File: src/rtl/arpc_pkg.sv
// arpc_pkg: types, codes and sizes shared by the ARP cache responder modules.
// No dependencies.
package arpc_pkg;

  localparam int CacheEntries = 64;
  localparam int IdxW = $clog2(CacheEntries);

  localparam logic [1:0] ReqArp  = 2'd0;
  localparam logic [1:0] ReqLook = 2'd1;
  localparam logic [1:0] ReqTick = 2'd2;
  localparam logic [1:0] ReqRsvd = 2'd3;

  localparam logic [15:0] OpRequest = 16'd1;
  localparam logic [15:0] OpReply   = 16'd2;
  localparam logic [15:0] OpRarpReq = 16'd3;
  localparam logic [15:0] OpRarpRep = 16'd4;

  localparam logic [3:0] StDropped = 4'd0;
  localparam logic [3:0] StReply   = 4'd1;
  localparam logic [3:0] StHit     = 4'd2;
  localparam logic [3:0] StMiss    = 4'd3;
  localparam logic [3:0] StBadMac  = 4'd4;
  localparam logic [3:0] StBadIp   = 4'd5;
  localparam logic [3:0] StRarp    = 4'd6;
  localparam logic [3:0] StBadOp   = 4'd7;
  localparam logic [3:0] StTick    = 4'd8;

  localparam logic [1:0] CfgLocalIp  = 2'd0;
  localparam logic [1:0] CfgLocalMac = 2'd1;
  localparam logic [1:0] CfgProxy    = 2'd2;
  localparam logic [1:0] CfgTimeout  = 2'd3;

  typedef enum logic [2:0] {
    S_IDLE, S_SCAN, S_DRAIN, S_WRITE, S_DONE
  } state_t;

  // controller -> datapath
  typedef struct packed {
    logic load;       // capture item, reset scan
    logic scan;       // advance scan (one entry read per cycle)
    logic write;      // write-back refresh/insert
    logic finish;     // build result
    logic tick;       // advance time
  } cmd_t;

  // datapath -> controller
  typedef struct packed {
    logic scan_last;  // last address issued
  } stat_t;

endpackage

File: src/rtl/arpc_ctrl.sv
// arpc_ctrl: sequencer for the ARP cache responder.
// Depends on arpc_pkg.
module arpc_ctrl (
  input  logic            clk,
  input  logic            rst,
  input  logic            in_valid,
  output logic            in_ready,
  input  logic [1:0]      req_type,
  output logic            out_valid,
  input  logic            out_ready,
  input  arpc_pkg::stat_t stat,
  output arpc_pkg::cmd_t  cmd
);

  arpc_pkg::state_t state, state_next;

  // state register
  always_ff @(posedge clk) begin
    if (rst) state <= arpc_pkg::S_IDLE;
    else     state <= state_next;
  end

  // next state and commands
  always_comb begin
    state_next = state;
    cmd = '0;
    in_ready = 1'b0;
    out_valid = 1'b0;
    case (state)
      arpc_pkg::S_IDLE: begin
        in_ready = 1'b1;
        if (in_valid) begin
          cmd.load = 1'b1;
          if (req_type == arpc_pkg::ReqArp || req_type == arpc_pkg::ReqLook)
            state_next = arpc_pkg::S_SCAN;
          else begin
            if (req_type == arpc_pkg::ReqTick) cmd.tick = 1'b1;
            state_next = arpc_pkg::S_DRAIN;
          end
        end
      end
      arpc_pkg::S_SCAN: begin
        cmd.scan = 1'b1;
        if (stat.scan_last) state_next = arpc_pkg::S_DRAIN;
      end
      arpc_pkg::S_DRAIN: begin
        // last read data and its compare settle
        cmd.scan = 1'b1;
        state_next = arpc_pkg::S_WRITE;
      end
      arpc_pkg::S_WRITE: begin
        cmd.write = 1'b1;
        cmd.finish = 1'b1;
        state_next = arpc_pkg::S_DONE;
      end
      arpc_pkg::S_DONE: begin
        out_valid = 1'b1;
        if (out_ready) state_next = arpc_pkg::S_IDLE;
      end
      default: state_next = arpc_pkg::S_IDLE;
    endcase
  end

endmodule

File: config.mk
export PLATFORM = sky130hd
export DESIGN_NAME = arpc_ctrl
export DESIGN_NICKNAME = d
export VERILOG_FILES = /design/src/rtl/arpc_pkg.sv /design/src/rtl/arpc_ctrl.sv
export SDC_FILE = /design/constraint.sdc
export NUM_CORES = 1
export LEC_CHECK = 0
export BUFFER_PORTS_ARGS = -buffer_cell sky130_fd_sc_hd__buf_2
export CORE_AREA = 3 3 40 42
export DETAILED_ROUTE_END_ITERATION = 8
export DIE_AREA = 0 0 43 45
export PLACE_DENSITY = 0.46
export RECOVER_POWER = 100
export SETUP_SLACK_MARGIN = 0.02
export SYNTH_ARGS = -nofsm -noshare
export SYNTH_HDL_FRONTEND = slang
export SYNTH_SLANG_ARGS = --single-unit
File: constraint.sdc
create_clock -name clk -period 1 [get_ports clk]
set_input_delay 0.05 -clock clk [delete_from_list [all_inputs] [get_ports clk]]
set_output_delay 0.05 -clock clk [all_outputs]
set_load 0.03 [all_outputs]
After elaboration in Yosys (flattened, before gate mapping)
Index checks and enable logic that the tools add are counted.
W data, S select, Z words.

operators by class
  equal/unequal tests = 9
  mux-type cells = 15
  reduce and logical (&&, ||, !) cells = 5

operators with widths
  operator              count
  $pmux W3 S5           1
  $mux W1               9
  $mux W3               3
  $eq A3 B2 Y1 const B  2
  $ne A2 B2 Y1 const B  3
  $mux W2               2
  $eq A3 B1 Y1 const B  1
  $eq A3 B3 Y1 const B  1
  $logic_not A3 Y1      1
  $reduce_and A3 Y1     1
  $eq A2 B1 Y1 const B  1
  $eq A2 B2 Y1 const B  1
  $logic_not A2 Y1      1
  $reduce_or A2 Y1      1
  $logic_or A1 B1 Y1    1

word-level totals
  bits in registers = 3
  input bits = 7
  output and inout port bits = 7

Logic depth before layout (Yosys ltp)
Gate-level depths: netlist of the first run.

  word-level depth = 5
  mapped depth = 4
  gate-level depth less buffers = 3

Least setup slack after synthesis of the first run
Ideal clock, no wire load.

  path kind = reg-to-output
  from = register state[1]
  to = output port cmd[0] (netlist bit)
  arrival = 1689 ps
  required time = 950 ps
  slack = -739 ps
  cell stages (with the launch flop) = 5
  path buffers = 1
  path through = dfxtp_1 buf_6 nor3_2 and2_2 nor3b_2

RTL lines
  item                    line             source
  from (decl)             arpc_ctrl.sv:15  arpc_pkg::state_t state, state_next;
  from (signal assigned)  arpc_ctrl.sv:19  if (rst) state <= arpc_pkg::S_IDLE;
  from (signal assigned)  arpc_ctrl.sv:20  else state <= state_next;
  to (decl)               arpc_ctrl.sv:12  output arpc_pkg::cmd_t cmd

==> flow_summary.toml, run 1 <==
[flow_run]
cap_viol_max_count = 0

[cts]
htree_num_levels = 1
insertion_delay_ns = 0.23
clk_path_buf_depth = 2
cts_root_buf = "clkbuf_4"
hold_buffers = 0
cts-buffers-inserted = 3
clk_pin_slew_ns = 0.04
clock-sinks = 3
cts_tree = "built"

[timing]
final_max_slew_viol_count = 0
clock.fmax_mhz = 768
hold_violations = 0
setup_slack_ns = -0.302
setup_viol = 9
finalHoldWorstSlack_ns = 0.00864
worst_pin_slew_ns = 0.170
rsz0062_at_grt = "yes"
fin_crit_sh_pct = 130
slew-limit-headroom_pct = 88.7
tns_ns = -1.37
fin_skew_ns = 0.00396
fin_crit_ns = 1.30

[grt]
track_usage_pct = 7.15
grt_max_degree = 6
grt_pass1_wl_mm = 1.03
grt_pass1_vias = 266
antenna_found_initial = 0
grt-ovfl-total = 0

[critical_path]
r2r_slack_ns = -0.14
cp.required_ns = 0.95
slowest_delay_ns = 0.35
critPathKind = "flop to output pin"
cp_top_family = "simple AND/OR/NAND/NOR gates"
path_cells = "nor3_4 > and2_4 > nor3b_4 > buf_6"
slowest_stage = "dfxtp_4"
cp.arrival_ns = 1.25
crit_path_max_fanout = 5
critPathBufInv = 1
worstSetupEndpointType = "output pin"
ff2ff_path_depth = 5
worstReg2RegStart = "state[2]"
start_kind = "flop"
r2r-end = "state[2]"

[floorplanning]
dieHeight_um = 45
die_w_um = 43
rows = 13
die_area_mm2 = 0.00194
start_util_pct = 16.4
core-area_mm2 = 0.00128
num_io_pins = 14

[status]
violations = "negative setup slack"
outcome = "finished, violations left"

[route]
wire_per_inst_um = 9.34
viasPerCell = 4.00
drt-pass1-iter-count = 2
drt-total-wl_um = 607
drtIter0Drc = 1
dr_total_vias = 260
drcViolationCount = 0
postRouteAntennaNets = 0

[layout]
fin_cells = 65
antenna_cells = 0
final_cell_mix = "buf_6 (10), buf_4 (7), buf_2 (6)"
areaGrowthSynthToFinish_pct = 142
regMostFlops = "state"
reg_top3 = "state: 3 flops"
final_area_um2 = 508
fillers = 133
largest_reg_flops = 3
final_common_cell = "buf_6"
fin_nets = 58
drive_above_1_share_pct = 84.0

[hold_path]
min_path_type = "input pin to flop"
min_path_cells = 2
min_to = "state[0]"
min-delay-start = "stat"

[place]
hpwl_um = 437
place_inst = 56
placed_area_um2 = 332
port_buffers = 13
gp_congestion = 0.578

[pwr]
power.density_mw_per_mm2 = 1430
irDropWorstVdd_v = 0.000542
p_total_w = 0.000729
power_leakage_nw = 0.236

[synth]
synth-async-reset-ratio_pct = 0
muxShareOfSynthArea_pct = 0
synthDistinctLibCells = 18
synth_top_cell_by_area = "dfxtp_1"
seq_area_frac_synth_pct = 28.6
ys_warn_count = 0
syn-cell-area_um2 = 210
synthesis.nets = 32
synth-compound-area-share_pct = 14.9
syn_avg_cell_area_um2 = 8.41
synth.top_cells.by_area = "dfxtp_1 (29%), nor3b_2 (12%), buf_6 (5.4%), nor2_1 (5.4%), a21oi_1 (4.8%)"
ys.flop_type = "dfxtp_1"
syn_inst = 25
synth_simple_gate_area_share_pct = 41.7
synthAdderAreaFrac_pct = 0
synth_xor_area_share_pct = 4.17
synth-seq-cells = 3
synth_top_cell_area_share_pct = 28.6
synth_edf_count = 0
synth_top_family_by_area = "simple AND/OR/NAND/NOR gates"
cell usage after synthesis, types with 2 or more instances:
master / n
nor3b_2: 2
nand2_1: 2
nor2_1: 3
a21oi_1: 2
dfxtp_1: 3
through the flow:
stage,worst slack (ns),util [%]
finish,-0.302,39.5
global placement,-0.0636,25.8
floorplan,-0.406,-
global route,-0.364,39.5
detailed placement,-0.0784,25.8
CTS,-0.286,34.8
timing repair:
item                                    4_1_cts  5_1_grt
pin swaps                                     2        7
endpoints found under the hold margin         0        0
gates cloned                                  0        0
buffers inserted                              4        3
resized for setup                            20       13
endpoints found under the setup margin        9       10
power by group:
| part | switching [W] | internal [W] | leakage, nW |
|---|---|---|---|
| sequential | 0.0000211 | 0.000135 | 0.0267 |
| combinational | 0.000170 | 0.000196 | 0.195 |
| clock | 0.0000580 | 0.000149 | 0.0150 |
metal layers:
layer | up-vias | share of wire, % | global-route usage, %
met2 | 5 | 58 | 12.9
met4 | 0 | 0 | 5.42
met5 | - | 0 | 0
met1 | 121 | 36 | 6.73
li1 | 134 | - | -
met3 | 0 | 5.1 | 2.39
worst max-delay path by stage:
stage | startpoint | to | slack [ns] | cells past startpoint
after floorplan | state[1] | cmd[0] | -0.41 | 4
after global placement | state[1] | cmd[0] | -0.06 | 4
after detailed placement | state[2] | cmd[0] | -0.08 | 4
after CTS | state[0] | cmd[0] | -0.29 | 4
after global routing | state[1] | cmd[0] | -0.36 | 4
final | state[1] | cmd[0] | -0.30 | 4
cells by family after synthesis:
kind of cell,after synthesis
AND/OR/NAND/NOR,13
AO/OA/AOI/OAI,5
flip-flops,3
buffers and inverters,3
XOR/XNOR,1
layout make-up:
class / instances / area, um2 / area share (%)
inverters: 1 / 3.75 / 0.739
clock buffers: 4 / 26.3 / 5.17
multi-input cells: 19 / 193 / 37.9
well taps: 15 / 18.8 / 3.69
repair buffers: 23 / 195 / 38.4
flip-flops and latches: 3 / 71.3 / 14.0
worst reg2reg max path, cell delays in order (launching register included):
cell and delay [ns]:
dfxtp_4 0.35, buf_6 0.11, buf_6 0.11, nor3b_4 0.15
nor2b_4 0.12, o21ba_2 0.19
(Power assumes the default switching activity.)
==> run 2: changes to the inputs <==
--- a/config.mk
+++ b/config.mk
@@ -5,11 +5,11 @@
 export SDC_FILE = /design/constraint.sdc
 export NUM_CORES = 1
 export LEC_CHECK = 0
-export BUFFER_PORTS_ARGS = -buffer_cell sky130_fd_sc_hd__buf_2
 export CORE_AREA = 3 3 40 42
 export DETAILED_ROUTE_END_ITERATION = 8
 export DIE_AREA = 0 0 43 45
-export PLACE_DENSITY = 0.46
+export DONT_BUFFER_PORTS = 1
+export PLACE_DENSITY = 0.37
 export RECOVER_POWER = 100
 export SETUP_SLACK_MARGIN = 0.02
 export SYNTH_ARGS = -nofsm -noshare
==> constraint.sdc (replaced) <==
create_clock -name clk -period 1.4 [get_ports clk]
set_input_delay 0.07 -clock clk [delete_from_list [all_inputs] [get_ports clk]]
set_output_delay 0.07 -clock clk [all_outputs]
set_load 0.03 [all_outputs]
==> run 2 against run 1 <==
Net effect: the flow now finishes without violations; die area unchanged; sequential power down 26%; critical path type unchanged; setup slack improved by 0.39 ns; highest routed layer unchanged; non-clock buffer count down 15; via count decreased by 26%.
==> flow_summary.toml, run 2 (same netlist as run 1, synthesis figures left out) <==
[floorplanning]
num_io_pins = 14
die_area_mm2 = 0.00194
start_util_pct = 16.4
dieHeight_um = 45
core-area_mm2 = 0.00128
die_w_um = 43
rows = 13

[timing]
clock.fmax_mhz = 762
worst_pin_slew_ns = 0.331
fin_crit_ns = 1.31
hold_violations = 0
final_max_slew_viol_count = 0
slew-limit-headroom_pct = 78.0
setup_viol = 0
finalHoldWorstSlack_ns = 0.0320
fin_skew_ns = 0.000547
fin_crit_sh_pct = 93.7
rsz0062_at_grt = "no"

[critical_path]
start_kind = "flop"
cp.arrival_ns = 1.24
crit_path_max_fanout = 6
critPathKind = "flop to output pin"
worstSetupEndpointType = "output pin"
cp.required_ns = 1.33

[cts]
cts-buffers-inserted = 3
clk_pin_slew_ns = 0.04
cts_setup_buffers = 0
htree_num_levels = 1
cts_tree = "built"
clk_path_buf_depth = 2
insertion_delay_ns = 0.23
clock-sinks = 3
cts_root_buf = "clkbuf_4"

[layout]
fin_nets = 43
areaGrowthSynthToFinish_pct = 48.8
final_util_pct = 24.3
largest_reg_flops = 3
fillers = 152
final_cell_mix = "nor2_1 (3), clkbuf_4 (3), clkbuf_2 (3)"
final_area_um2 = 313
antenna_cells = 0
reg_top3 = "state: 3 flops"
drive_above_1_share_pct = 48.6
regMostFlops = "state"

[route]
wire_per_inst_um = 8.92
viasPerCell = 3.84
dr_total_vias = 192
drtIter0Drc = 0
postRouteAntennaNets = 0
drt-total-wl_um = 446
drt-pass1-iter-count = 1
drcViolationCount = 0

[grt]
grt_max_degree = 8
grtUsageMet2_pct = 7.78
grt_pass1_wl_um = 752
antenna_found_initial = 0
grt.busiest_layer = "met2"
grt-ovfl-total = 0
track_usage_pct = 5.67
use_met3_pct = 6.77
met1_usage_pct = 5.33
grt_pass1_vias = 179

[pwr]
power_leakage_nw = 0.133
power.density_mw_per_mm2 = 1310
irDropWorstVdd_v = 0.000391

[hold_path]
min_path_type = "input pin to flop"

[place]
placed_area_um2 = 272
port_buffers = 0
hpwl_um = 384
gp_congestion = 0.688

[flow_run]
cap_viol_max_count = 0

[status]
outcome = "complete, no violations"
run 2: cell types whose count changed in the layout (fill, tap and decap cells not counted), sizes merged:
cell,previous run,this run
buf,23,3
clkbuf,4,7
dlygate4sd3,0,2
run 2: power breakdown:
part | total (W) | internal (W) | switching (W)
Combinational | 0.000145 | 0.0000652 | 0.0000802
Sequential | 0.000116 | 0.0000975 | 0.0000188
Clock | 0.000149 | 0.000107 | 0.0000422
Total | 0.000411 | 0.000269 | 0.000141
run 2: layer usage:
metal  wire (um)  part of all wire, %
met1         175                   39
met2         197                   44
met3          74                   17
met4           0                    0
met5           0                    0
run 2: layout make-up:
cell class | count | area (um2) | area share (%)
clock buffer | 4 | 26.3 | 8.40
inverter | 1 | 3.75 | 1.20
multi-input combinational | 19 | 136 | 43.6
sequential | 3 | 66.3 | 21.2
tap | 15 | 18.8 | 6.00
timing repair buffer | 8 | 61.3 | 19.6
run 2: per-stage QoR:
step	setup WS, ns	power [W]	TNS [ns]	cells
floorplan	-0.0265	0.000231	-0.0265	25
global placement	0.308	0.000263	0	44
detailed placement	0.301	0.000264	0	44
CTS	0.0483	0.000426	0	50
global route	0.0203	0.000447	0	50
finish	0.0878	0.000411	0	50
run 2: what timing repair did:
| action | in CTS | in global routing |
|---|---|---|
| endpoints found under the setup margin | 0 | 1 |
| gates resized for setup | 0 | 3 |
| endpoints found under the hold margin | 3 | 0 |
| hold buffers | 2 | 0 |
run 2: path summary, 6_finish.rpt:
kind / startpoint / endpoint / slack, ns / depth (start not counted)
worst min-delay path: rst / state[0] / 0.03 / 3
worst max-delay path: state[2] / cmd[0] / 0.09 / 4
worst max register to register: state[2] / state[1] / 0.43 / 2
worst min register to register: state[1] / state[1] / 0.61 / 2
run 2: worst max-delay path: stages, from the launching register on:
cell and delay [ns]:
dfxtp_2 0.34, nor3_4 0.18, and2_4 0.16, nor3b_4 0.17, buf_6 0.15
==> run 3: changes to the inputs <==
--- a/config.mk
+++ b/config.mk
@@ -6,6 +6,7 @@
 export NUM_CORES = 1
 export LEC_CHECK = 0
 export CORE_AREA = 3 3 40 42
+export CTS_BUF_LIST = sky130_fd_sc_hd__clkbuf_4
 export DETAILED_ROUTE_END_ITERATION = 8
 export DIE_AREA = 0 0 43 45
 export DONT_BUFFER_PORTS = 1
==> run 3 against run 2 <==
Net effect: critical path depth stayed put; die area stayed put; critical endpoint unchanged; clock skew hardly changed; final cell count is 4.0% higher; largest cell class unchanged; clock power is 14% higher.
==> flow_summary.toml, run 3 (same netlist as run 1, synthesis figures left out) <==
[status]
outcome = "complete, no violations"

[cts]
cts_root_buf = "clkbuf_4"
clk_path_buf_depth = 2
clock-sinks = 3
clk_pin_slew_ns = 0.04
cts-buffers-inserted = 3
cts_tree = "built"
insertion_delay_ns = 0.23
htree_num_levels = 1

[timing]
fin_crit_sh_pct = 93.8
fin_skew_ns = 0.00103
setup_slack_ns = 0.0865
slew-limit-headroom_pct = 75.8
rsz0062_at_grt = "no"
clock.fmax_mhz = 761
worst_pin_slew_ns = 0.365
hold_violations = 0
fin_crit_ns = 1.31
final_max_slew_viol_count = 0
setup_viol = 0

[route]
drt-total-wl_um = 469
wire_per_inst_um = 9.02
wl_met1_um = 175
dr_total_vias = 203
drt-pass1-iter-count = 4
wl_met3_um = 76
top_layer = "met3"
drtIter0Drc = 5
viasPerCell = 3.90
drcViolationCount = 0
met2_length_um = 217
postRouteAntennaNets = 0

[floorplanning]
rows = 13
num_io_pins = 14
die_area_mm2 = 0.00194
die_w_um = 43
start_util_pct = 16.4
dieHeight_um = 45
core-area_mm2 = 0.00128

[grt]
antenna_found_initial = 0
track_usage_pct = 5.92
grt_pass1_vias = 176
grt_max_degree = 8
grt_pass1_wl_um = 765
grt-ovfl-total = 0

[layout]
areaGrowthSynthToFinish_pct = 56.5
antenna_cells = 0
seq_area_um2 = 68.8
fillers = 144
final_cell_mix = "clkbuf_4 (4), nor2_1 (3), buf_4 (3)"
drive_above_1_share_pct = 48.6
final_common_cell = "clkbuf_4"
fin_nets = 45
reg_top3 = "state: 3 flops"
regMostFlops = "state"
multi_input_area_um2 = 136
largest_reg_flops = 3

[hold_path]
min_path_type = "input pin to flop"

[critical_path]
start_kind = "flop"
crit_path_max_fanout = 6
r2r_slack_ns = 0.34
critPathKind = "flop to output pin"
cp.arrival_ns = 1.24
worstSetupEndpointType = "output pin"
cp.required_ns = 1.33

[pwr]
power.density_mw_per_mm2 = 1320
irDropWorstVdd_v = 0.000406
p_total_w = 0.000434
power_leakage_nw = 0.141

[place]
hpwl_um = 384
port_buffers = 0
gp_congestion = 0.688
place_ws_ns = 0.301

[flow_run]
cap_viol_max_count = 0
[run 3: changes by cell type in the layout (fill, tap and decap cells not counted), sizes merged]
| cell | delta |
|---|---|
| buf | +1 |
| clkbuf | +1 |
[run 3: final timing paths]
check / startpoint / endpoint / cells after the start
worst max-delay path: state[2] / cmd[0] / 4
worst min-delay path: rst / state[0] / 3
worst max register to register: state[1] / state[2] / 4
worst min register to register: state[2] / state[0] / 3
[run 3: cell type report]
type / instances / area share, %
clock buffers: 4 / 9.13
inverters: 1 / 1.14
multi-input cells: 19 / 41.4
flip-flops and latches: 3 / 20.9
well taps: 15 / 5.70
repair buffers: 10 / 21.7
[run 3: timing repair]
item | 4_1_cts | 5_1_grt
gates resized for setup | 0 | 4
hold buffers | 2 | 0
buffers inserted | 0 | 2
endpoints found under the hold margin | 3 | 0
endpoints found under the setup margin | 0 | 1
[run 3: critical path: stages, from the launching register on]
cell	delay [ns]
dfxtp_2	0.34
nor3_4	0.19
and2_4	0.16
nor3b_4	0.17
buf_6	0.15
[run 3: per-stage QoR]
step	cells	hold slack [ns]	TNS (ns)	util [%]	area, um2
2_1_floorplan	25	0.157	-0.0265	-	226
3_3_place_gp	44	0.162	0	21.1	272
3_5_place_dp	44	0.170	0	21.1	272
4_1_cts	50	0.0264	0	25.0	322
5_1_grt	52	0.0385	0	25.6	329
6_report	52	0.0302	0	25.6	329
[run 3: power by group]
part | switching [W] | leakage, nW | internal (W)
sequential | 0.0000156 | 0.0264 | 0.0000977
clock | 0.0000437 | 0.0184 | 0.000126
combinational | 0.0000858 | 0.0960 | 0.0000653
[run 3: metal layers]
metal | vias to the layer above | GRT usage (%)
met3 | 0 | 6.77
met5 | - | 0
li1 | 106 | -
met1 | 87 | 5.33
met2 | 10 | 7.78
met4 | 0 | 3.61
